$ cat config.mk
export PLATFORM = sky130hd
export DESIGN_NAME = tmk_round_sat
export DESIGN_NICKNAME = d
export VERILOG_FILES = /design/src/design/tmk_pkg.sv /design/src/design/tmk_round_sat.sv
export SDC_FILE = /design/constraint.sdc
export NUM_CORES = 1
export LEC_CHECK = 0
export ABC_AREA = 1
export BUFFER_PORTS_ARGS = -buffer_cell sky130_fd_sc_hd__buf_2
export CORE_UTILIZATION = 54
export DETAILED_ROUTE_END_ITERATION = 6
export GPL_ROUTABILITY_DRIVEN = 0
export PLACE_DENSITY = 0.77
export RECOVER_POWER = 100
export SYNTH_ARGS = -nofsm -noshare
export SYNTH_HDL_FRONTEND = slang
export SYNTH_SLANG_ARGS = --single-unit
$ cat constraint.sdc
create_clock -name vclk -period 2.4
set_clock_uncertainty 0.2 [all_clocks]
set_input_delay 0.36 -clock vclk [all_inputs]
set_output_delay 0.36 -clock vclk [all_outputs]
set_load 0.02 [all_outputs]
$ cat src/design/tmk_pkg.sv
// Shared constants for the thin multipole kick unit: widths, register indexes, pole codes.
`timescale 1ns / 1ps

package tmk_pkg;

   // Default datapath width (Q1.30 positions and slopes at 32 bits)
   localparam int DATA_WIDTH_DEFAULT = 32;

   // Width of every payload field on the ports
   localparam int FIELD_WIDTH = 32;

   // Configuration port
   localparam int CSR_INDEX_WIDTH = 1;
   localparam int CSR_DATA_WIDTH  = 32;

   localparam logic [CSR_INDEX_WIDTH-1:0] CSR_POLE_ORDER = 1'd0;
   localparam logic [CSR_INDEX_WIDTH-1:0] CSR_KICK_GAIN  = 1'd1;

   // Pole order codes: power of z applied by the kick
   localparam logic [1:0] ORDER_Z5 = 2'd0;   // 12-pole
   localparam logic [1:0] ORDER_Z6 = 2'd1;   // 14-pole
   localparam logic [1:0] ORDER_Z7 = 2'd2;   // 16-pole
   localparam logic [1:0] ORDER_Z8 = 2'd3;   // 18-pole

endpackage

$ cat src/design/tmk_round_sat.sv
// Rounds a double-width signed product back to the datapath format and clamps it.
`timescale 1ns / 1ps

module tmk_round_sat #(
   parameter int DATA_WIDTH = tmk_pkg::DATA_WIDTH_DEFAULT,
   parameter int SHIFT      = tmk_pkg::DATA_WIDTH_DEFAULT - 2
) (
   input  logic signed [2*DATA_WIDTH-1:0] product,
   output logic signed [DATA_WIDTH-1:0]   result,
   output logic                           clamped
);

   localparam int PW = 2 * DATA_WIDTH;
   localparam int QW = PW - SHIFT;
   localparam logic [PW-1:0] HALF = PW'(1) << (SHIFT - 1);
   localparam logic [DATA_WIDTH-1:0] MAX_VAL = {1'b0, {(DATA_WIDTH-1){1'b1}}};
   localparam logic [DATA_WIDTH-1:0] MIN_VAL = {1'b1, {(DATA_WIDTH-1){1'b0}}};

   logic [PW-1:0]           biased;
   logic [QW-1:0]           quot;
   logic [QW-DATA_WIDTH:0]  upper;
   logic                    in_range;

   // Round to nearest, ties away from zero: negative values get one less bias
   assign biased   = product + HALF - {{(PW-1){1'b0}}, product[PW-1]};
   assign quot     = biased[PW-1:SHIFT];

   // In range when all bits above the result's sign bit repeat it
   assign upper    = quot[QW-1:DATA_WIDTH-1];
   assign in_range = (&upper) | ~(|upper);
   assign clamped  = ~in_range;

   always_comb begin
      if (in_range) begin
         result = quot[DATA_WIDTH-1:0];
      end else if (quot[QW-1]) begin
         result = MIN_VAL;
      end else begin
         result = MAX_VAL;
      end
   end

endmodule

==> results of run 1 <==
==> metrics by stage <==
stage	instances	hold slack (ns)	instance area, µm²
detailed placement	1438	1.13	8310
global placement	1438	1.10	8310
floorplan	1013	0.741	6050
==> logic make-up after synthesis <==
group / share of synthesized area, %
AOI/OAI and AO/OA: 17.2
xor gates and xnor gates: 2.61
adders and majority gates: 15.4
buffers and inverters: 16.1
and+or+nand+nor: 48.7
==> impl_results.md, run 1 <==
- Outcome: stopped before the end
- Last stage: clock tree synthesis (4_1_cts)
- Err: [ERROR DPL-0038] Utilization greater than 100%, impossible to legalize
- Number of port buffers: 97
- IO Count: slightly below 100
- Die height: just under 100 µm
- Floorplan die width: roughly 99 µm
- Synth area leaders: nand2_1 24%, ha_1 15%, inv_1 14%, nor2_1 10%, a21oi_1 7.6%
- Initial core utilization: 56.8%
- Synth Area per Inst: roughly 5.0 µm²
- Post-CTS Resized: ~230
- Setup repair bufs after CTS: 35
- Ys Warns: 0
- Hold Buf Count CTS: 0
- Synth Net Count: roughly 1100
- Cell taking the most area after synthesis: nand2_1
- Most common cell in the netlist: nand2_1
- Final HPWL from detailed placement: around 21 mm
- Row cnt: 34
- Mapped Area: roughly 5000 µm²
- Gate Count Post-Synth: roughly 1000
- DP Worst Slack: -0.866 ns
- Number of distinct library cells after synthesis: 31
- Share of the synthesized area in the top cell type: a little under a quarter
- Synth cell count leaders: 321 x nand2_1, 192 x inv_1, 138 x nor2_1
- Seq/Total Area, Yosys: 0%
==> run 2: changes to the inputs <==
CORE_UTILIZATION = 40   (was 54)
PLACE_DENSITY = default   (was 0.77)
PLACE_DENSITY_LB_ADDON = 0.15   (was default)
clock period = 3.1 ns   (was 2.4 ns; I/O delays follow)
==> run 2 against run 1 <==
- the flow now finishes, with violations (DRC, setup timing)
- synthesized area stayed put
- synthesized cell count unchanged
==> impl_results.md, run 2 <==
- Outcome: finished, violations left
- Failing checks: DRC, setup timing
- Max cap viols: 0
- Final HPWL from detailed placement: around 16 mm
- Commonest cells after routing, fill and taps aside: 281 x buf_4, 202 x nand2_1, 126 x inv_1
- Setup TNS: -16.14 ns
- Mapped Area: 5030 µm²
- Cells after DPL: 1485
- Synth Net Count: around 1100
- Initial core utilization: just over 40%
- CP Max Fanout: 6
- Fin. Hold Viols: 0
- Cell taking the most area after synthesis: nand2_1
- Combinational family with the most area after synthesis: simple AND/OR/NAND/NOR gates
- Most common cell in the netlist: nand2_1
- Via density: ~5.7
- Hold Buf Count CTS: 0
- Xor-xnor portion of the synthesized cell area: 2.61%
- Lkg Pwr: around 5.1 nW
- Congestion Overflow GR: 0
- Die height: between 100 and 150 µm
- Fraction of the mapped netlist area in adder cells: between 15 and 20%
- Setup CP Type: in2out
- Fillers: 724
- Number of distinct library cells after synthesis: 31
- ANT nets after route: 0
- Antenna diode count: 0
- Register area: 0 µm²
- Hold endpoint: result[9]
- Initial antenna violation count: 1
- Share of cells above drive strength 1: 56.8%
- Row cnt: 40
- Drc violations: 31
- Number of port buffers: 97
- Vias: roughly 9000
- Fin crit share: 118%
- Synth cell count leaders: 321 x nand2_1, 192 x inv_1, 138 x nor2_1
- FF+latch count: 0
- Worst Path Required: 2.43 ns
- Largest net degree at the start of global routing: 23
- Final wirelength: between 30 and 40 mm
- Floorplan die width: approximately 110 µm
- Worst vdd ir: approximately 0.00021 V
- Achievable Freq: 0.273 GHz
- Multiplexer share of the synthesized area: 0%
- IO Count: slightly below 100
- First-pass GRT wire length: 35.9 mm
- Placeable Area: 12100 µm²
- Ys Warns: 0
- Critical path startpoint category: primary input
- Area growth from synthesis to final layout: 103%
- Max-slew headroom: between 60 and 70%
- DP Worst Slack: -0.329 ns
- Synth Area per Inst: between 4 and 5 µm²
- Commonest non-fill, non-tap cell in the layout: buf_4
- Critical hold path startpoint: product[38]
- Slew Limit Fails: 0
- Worst Setup End Kind: primary output
- RSZ-0062 raised after global routing: true
- Simple-Gate Fraction of Synth Area: 48.7%
- Seq/Total Area, Yosys: 0%
- CLK BUF: 0
- PwrDens: about 290 nW/µm²
- Initial DRC count: 1118
- Gate Count Post-Synth: 1013
- Share of the synthesized area in the top cell type: 24.0%
- Wire per inst: approximately 20 µm
- Fin cells: 1553
- Hold depth: 6
- GRT Total Usage: around a third
- Class of the worst hold path: in2out
- Nets: 1513
- Worst-margin pin slew: 0.538 ns
- First-pass detailed-route iteration total: 7
- Final worst slack: -0.566 ns
- Data arrival, critical path: roughly 3.0 ns
- Number of global-route vias before repair: approximately 7700
- Synth area leaders: nand2_1 24%, ha_1 15%, inv_1 14%, nor2_1 10%, a21oi_1 7.6%
- Die area: 13000 µm²
- Post-layout min period: 3.67 ns
- Complex-gate fraction of the synthesized area: 17.2%
- Area of the multi-input gates: just over 6000 µm²
- Final setup violation count: 33
- Final Power: slightly below 3 mW
[run 2: what timing repair did]
item                                    CTS  global route
buffers inserted                         53            12
hold endpoints to repair                  0             0
gates resized for setup                 343           251
gates cloned                              1             4
pin swaps                                90           121
endpoints found under the setup margin   32            33
[run 2: how the worst max path moves through the flow]
stage	startpoint	endpoint	slack (ns)	cells after the start
4_1_cts	product[15]	result[2]	-0.13	20
3_3_place_gp	product[44]	result[22]	-0.34	16
5_1_grt	product[35]	result[9]	-0.83	16
6_report	product[33]	result[5]	-0.57	19
2_1_floorplan	product[44]	result[18]	0.14	14
3_5_place_dp	product[40]	result[3]	-0.33	16
[run 2: cells by family (layout without fill, tap and decap cells)]
kind of cell,Yosys count,after routing
xor gates and xnor gates,15,15
buffers and inverters,204,576
and+or+nand+nor,582,582
adders and majority gates,62,62
AOI/OAI and AO/OA,150,150
[run 2: cell type report]
cell class	instances	area share, %
multi-input cells	809	59.9
repair buffers	378	30.5
inverters	198	7.50
well taps	168	2.06
[run 2: power by group]
part | leakage, nW | switching [mW] | internal, mW
clock network | 0 | 0 | 0
logic | 5.06 | 1.57 | 1.36
registers | 0 | 0 | 0
total | 5.06 | 1.57 | 1.36
[run 2: through the flow]
stage / instance area (µm²) / hold WS, ns / util, %
after global placement: 7290 / 1.35 / 60.2
after detailed placement: 7290 / 1.35 / 60.2
after global routing: 10200 / 1.35 / 84.3
final: 10200 / 1.33 / 84.3
after floorplan: 5030 / 0.962 / -
after CTS: 9220 / 1.29 / 76.1
[run 2: per-layer routing]
| metal | share of wire, % | track usage, % |
|---|---|---|
| met2 | 43 | 61.2 |
| met1 | 33 | 42.3 |
| met5 | 0 | 0 |
| met4 | 9.5 | 12.1 |
| met3 | 14 | 3.92 |
[run 2: worst max-delay path, stage by stage]
cell and delay (ns):
buf_2 0.12, inv_1 0.07, ha_4 0.32, nand2_2 0.13, nor2_2 0.21, inv_2 0.09, nor2_4 0.15, inv_2 0.08
nor3_2 0.17, nand2_1 0.11, nand2_1 0.07, nand2_1 0.07, nand2_2 0.15, nand2_4 0.13, buf_12 0.18, clkbuf_16 0.18
nand2_4 0.08, nand2_2 0.06, buf_6 0.13
Note: power is estimated with default switching activity, not from simulation.
==> run 3: changes to the inputs <==
ABC_AREA = default   (was 1)
==> run 3 against run 2 <==
- the flow finishes with violations (setup timing)
- setup slack worse by 0.46 ns
- sequential share of layout area stayed put
- core utilization is 8.9 points lower
- first-iteration DRC count is 86% lower
- synthesized cell count is 41% lower
- non-clock buffer count is 68 lower
- final cell count is 35% lower
- total power is 21% lower
- hold slack better by 0.10 ns
- critical path type unchanged
- highest routed layer unchanged
==> impl_results.md, run 3 <==
- Vias: about 5600
- Cell taking the most area after synthesis: ha_1
- Mapped Area: around 4000 µm²
- CP peak stage delay: around 0.33 ns
- Lkg Pwr: approximately 3.6 nW
- First-pass detailed-route iteration total: 5
- Drc violations: 0
- Worst Setup End Kind: primary output
- Synth cell count leaders: 73 x inv_1, 68 x a21oi_1, 62 x ha_1
- Achievable Freq: approximately 0.24 GHz
- First-pass GRT wire length: ~24 mm
- CLK BUF: 0
- Area growth from synthesis to final layout: 83.9%
- Seq/Total Area, Yosys: 0%
- Final worst slack: -1.03 ns
- Hold depth: 7
- PwrDens: approximately 320 nW/µm²
- Synth Net Count: between 700 and 800
- Commonest cells after routing, fill and taps aside: 198 x buf_4, 60 x inv_1, 54 x buf_2
- Synth Area per Inst: roughly 6.7 µm²
- Buffers plus inverters on the worst setup path: 6
- RSZ-0062 raised after global routing: true
- Worst-margin pin slew: roughly 0.4 ns
- Congestion Overflow GR: 0
- Final core occ: approximately 75%
- Fin cells: between 1000 and 1500
- Fin crit share: 133%
- Critical path startpoint category: primary input
- Share of cells above drive strength 1: around half
- Failing checks: setup timing
- Cells after DPL: 989
- Data arrival, critical path: 3.47 ns
- Area of the multi-input gates: roughly 4400 µm²
- Initial core utilization: between 40% and 50%
- Hold endpoint: result[0]
- Nets: about 1000
- Floorplan die width: around 100 µm
- Number of distinct library cells after synthesis: 59
- CP Max Fanout: 6
- Final HPWL from detailed placement: 11.5 mm
- Number of global-route vias before repair: 5301
- Wire per inst: approximately 15 µm
- IO Count: 97
- Final wirelength: roughly 16 mm
- Outcome: finished, violations left
- Max cap viols: 0
- Fillers: about 730
- Most common cell in the netlist: inv_1
- Synth area leaders: ha_1 20%, a21o_1 10%, a21oi_1 8.6%, inv_1 6.9%, nand2_1 5.0%
- Worst Path Required: ~2.4 ns
- Area post-placement: ~6200 µm²
- Antenna diode count: 0
- Max-slew headroom: between 70 and 80%
- Fin. Hold Viols: 0
- Row cnt: 36
- Number of port buffers: 97
- Worst vdd ir: just under 0.0002 V
- GRT Total Usage: between 20% and 30%
- Ys Warns: 0
- Most used cell, CP: buf_6
- ANT nets after route: 0
- CP max stage cell: a2111oi_2
- Commonest non-fill, non-tap cell in the layout: buf_4
- Register area: 0 µm²
- Gate Count Post-Synth: between 500 and 600
- Initial DRC count: 158
- FF+latch count: 0
- Die height: approximately 100 µm
- Delay-heaviest family, CP: compound AO/OA/AOI/OAI gates
- Critical hold path startpoint: product[30]
- Final Instance Area: between 7000 and 8000 µm²
- Slew Limit Fails: 0
- Final setup violation count: 33
- Post-layout min period: just over 4 ns
- Class of the worst hold path: in2out
- Initial antenna violation count: 0
- Critical path, cell by cell: buf_2, inv_1, ha_4, nand2_4, o22ai_2, a2111oi_2, buf_4, nand4_1, o21ai_4, o41ai_4, a221oi_2, xor2_2, a22oi_4, buf_6, buf_12, a41o_1, buf_6
- Share of the synthesized area in the top cell type: between 10% and 20%
- Die area: about 10000 µm²
- Placeable Area: 9680 µm²
- Final Power: approximately 2.3 mW
- Via density: between 5 and 6
- Largest net degree at the start of global routing: 20
- Setup CP Type: in2out
run 3: cell types whose count changed after synthesis, moves of 8 or more:
| cell | previous run | this run |
|---|---|---|
| a211oi_1 | 0 | 13 |
| a21o_1 | 3 | 55 |
| a21oi_1 | 76 | 68 |
| clkbuf_1 | 0 | 9 |
| inv_1 | 192 | 73 |
| nand2_1 | 321 | 53 |
| nand2_2 | 19 | 0 |
| nand3_1 | 56 | 13 |
| nand3b_1 | 9 | 1 |
| nand4_1 | 7 | 24 |
| nor2_1 | 138 | 34 |
| nor2_2 | 11 | 0 |
| xnor2_1 | 5 | 15 |
run 3: timing repair:
action / 4_1_cts / 5_1_grt
hold buffers: 0 / 0
hold endpoints to repair: 0 / 0
pin swaps: 4 / 23
setup buffers: 17 / 11
cloned: 3 / 0
gates resized for setup: 103 / 99
endpoints found under the setup margin: 33 / 33
run 3: where the power goes:
| group | total, mW | switching [mW] | internal (mW) |
|---|---|---|---|
| Clock | 0 | 0 | 0 |
| Sequential | 0 | 0 | 0 |
| Combinational | 2.31 | 1.10 | 1.22 |
run 3: layout make-up:
| class | count | area share (%) |
|---|---|---|
| inverters | 73 | 3.99 |
| multi-input cells | 500 | 59.8 |
| repair buffers | 310 | 33.9 |
| well taps | 133 | 2.28 |
run 3: worst max path at each step:
| stage | start | to | slack (ns) | cells after the start |
|---|---|---|---|---|
| 2_1_floorplan | product[31] | clamped | -0.58 | 12 |
| 3_3_place_gp | product[17] | result[13] | -1.04 | 16 |
| 3_5_place_dp | product[8] | result[30] | -1.14 | 15 |
| 4_1_cts | product[9] | result[30] | -1.03 | 19 |
| 5_1_grt | product[24] | result[13] | -1.17 | 17 |
| 6_report | product[24] | result[13] | -1.03 | 17 |
run 3: worst min-delay path, delay by kind of cell:
kind	cells	cell delay, ns
buf+inv	5	0.44
compound gates	2	0.26
run 3: logic make-up after synthesis:
| group | share of synthesized area, % |
|---|---|
| buffers and inverters | 11.0 |
| xor gates and xnor gates | 6.99 |
| muxes | 0.819 |
| and+or+nand+nor | 20.8 |
| adders and majority gates | 19.5 |
| AOI/OAI and AO/OA | 40.9 |
run 3: per-stage QoR:
stage | setup WS, ns | TNS (ns) | hold WS [ns]
2_1_floorplan | -0.583 | -18.30 | 1.04
3_3_place_gp | -1.04 | -33.01 | 1.42
3_5_place_dp | -1.14 | -34.52 | 1.44
4_1_cts | -1.03 | -32.34 | 1.43
5_1_grt | -1.17 | -36.39 | 1.46
6_report | -1.03 | -32.00 | 1.44
run 3: metal layers:
layer / vias to the layer above / track usage [%] / routed length, µm
li1: 2757 / - / -
met1: 2635 / 34.2 / 6570
met5: - / 0 / 0
met4: 0 / 5.69 / 325
met3: 40 / 2.62 / 842
met2: 196 / 52.4 / 7960
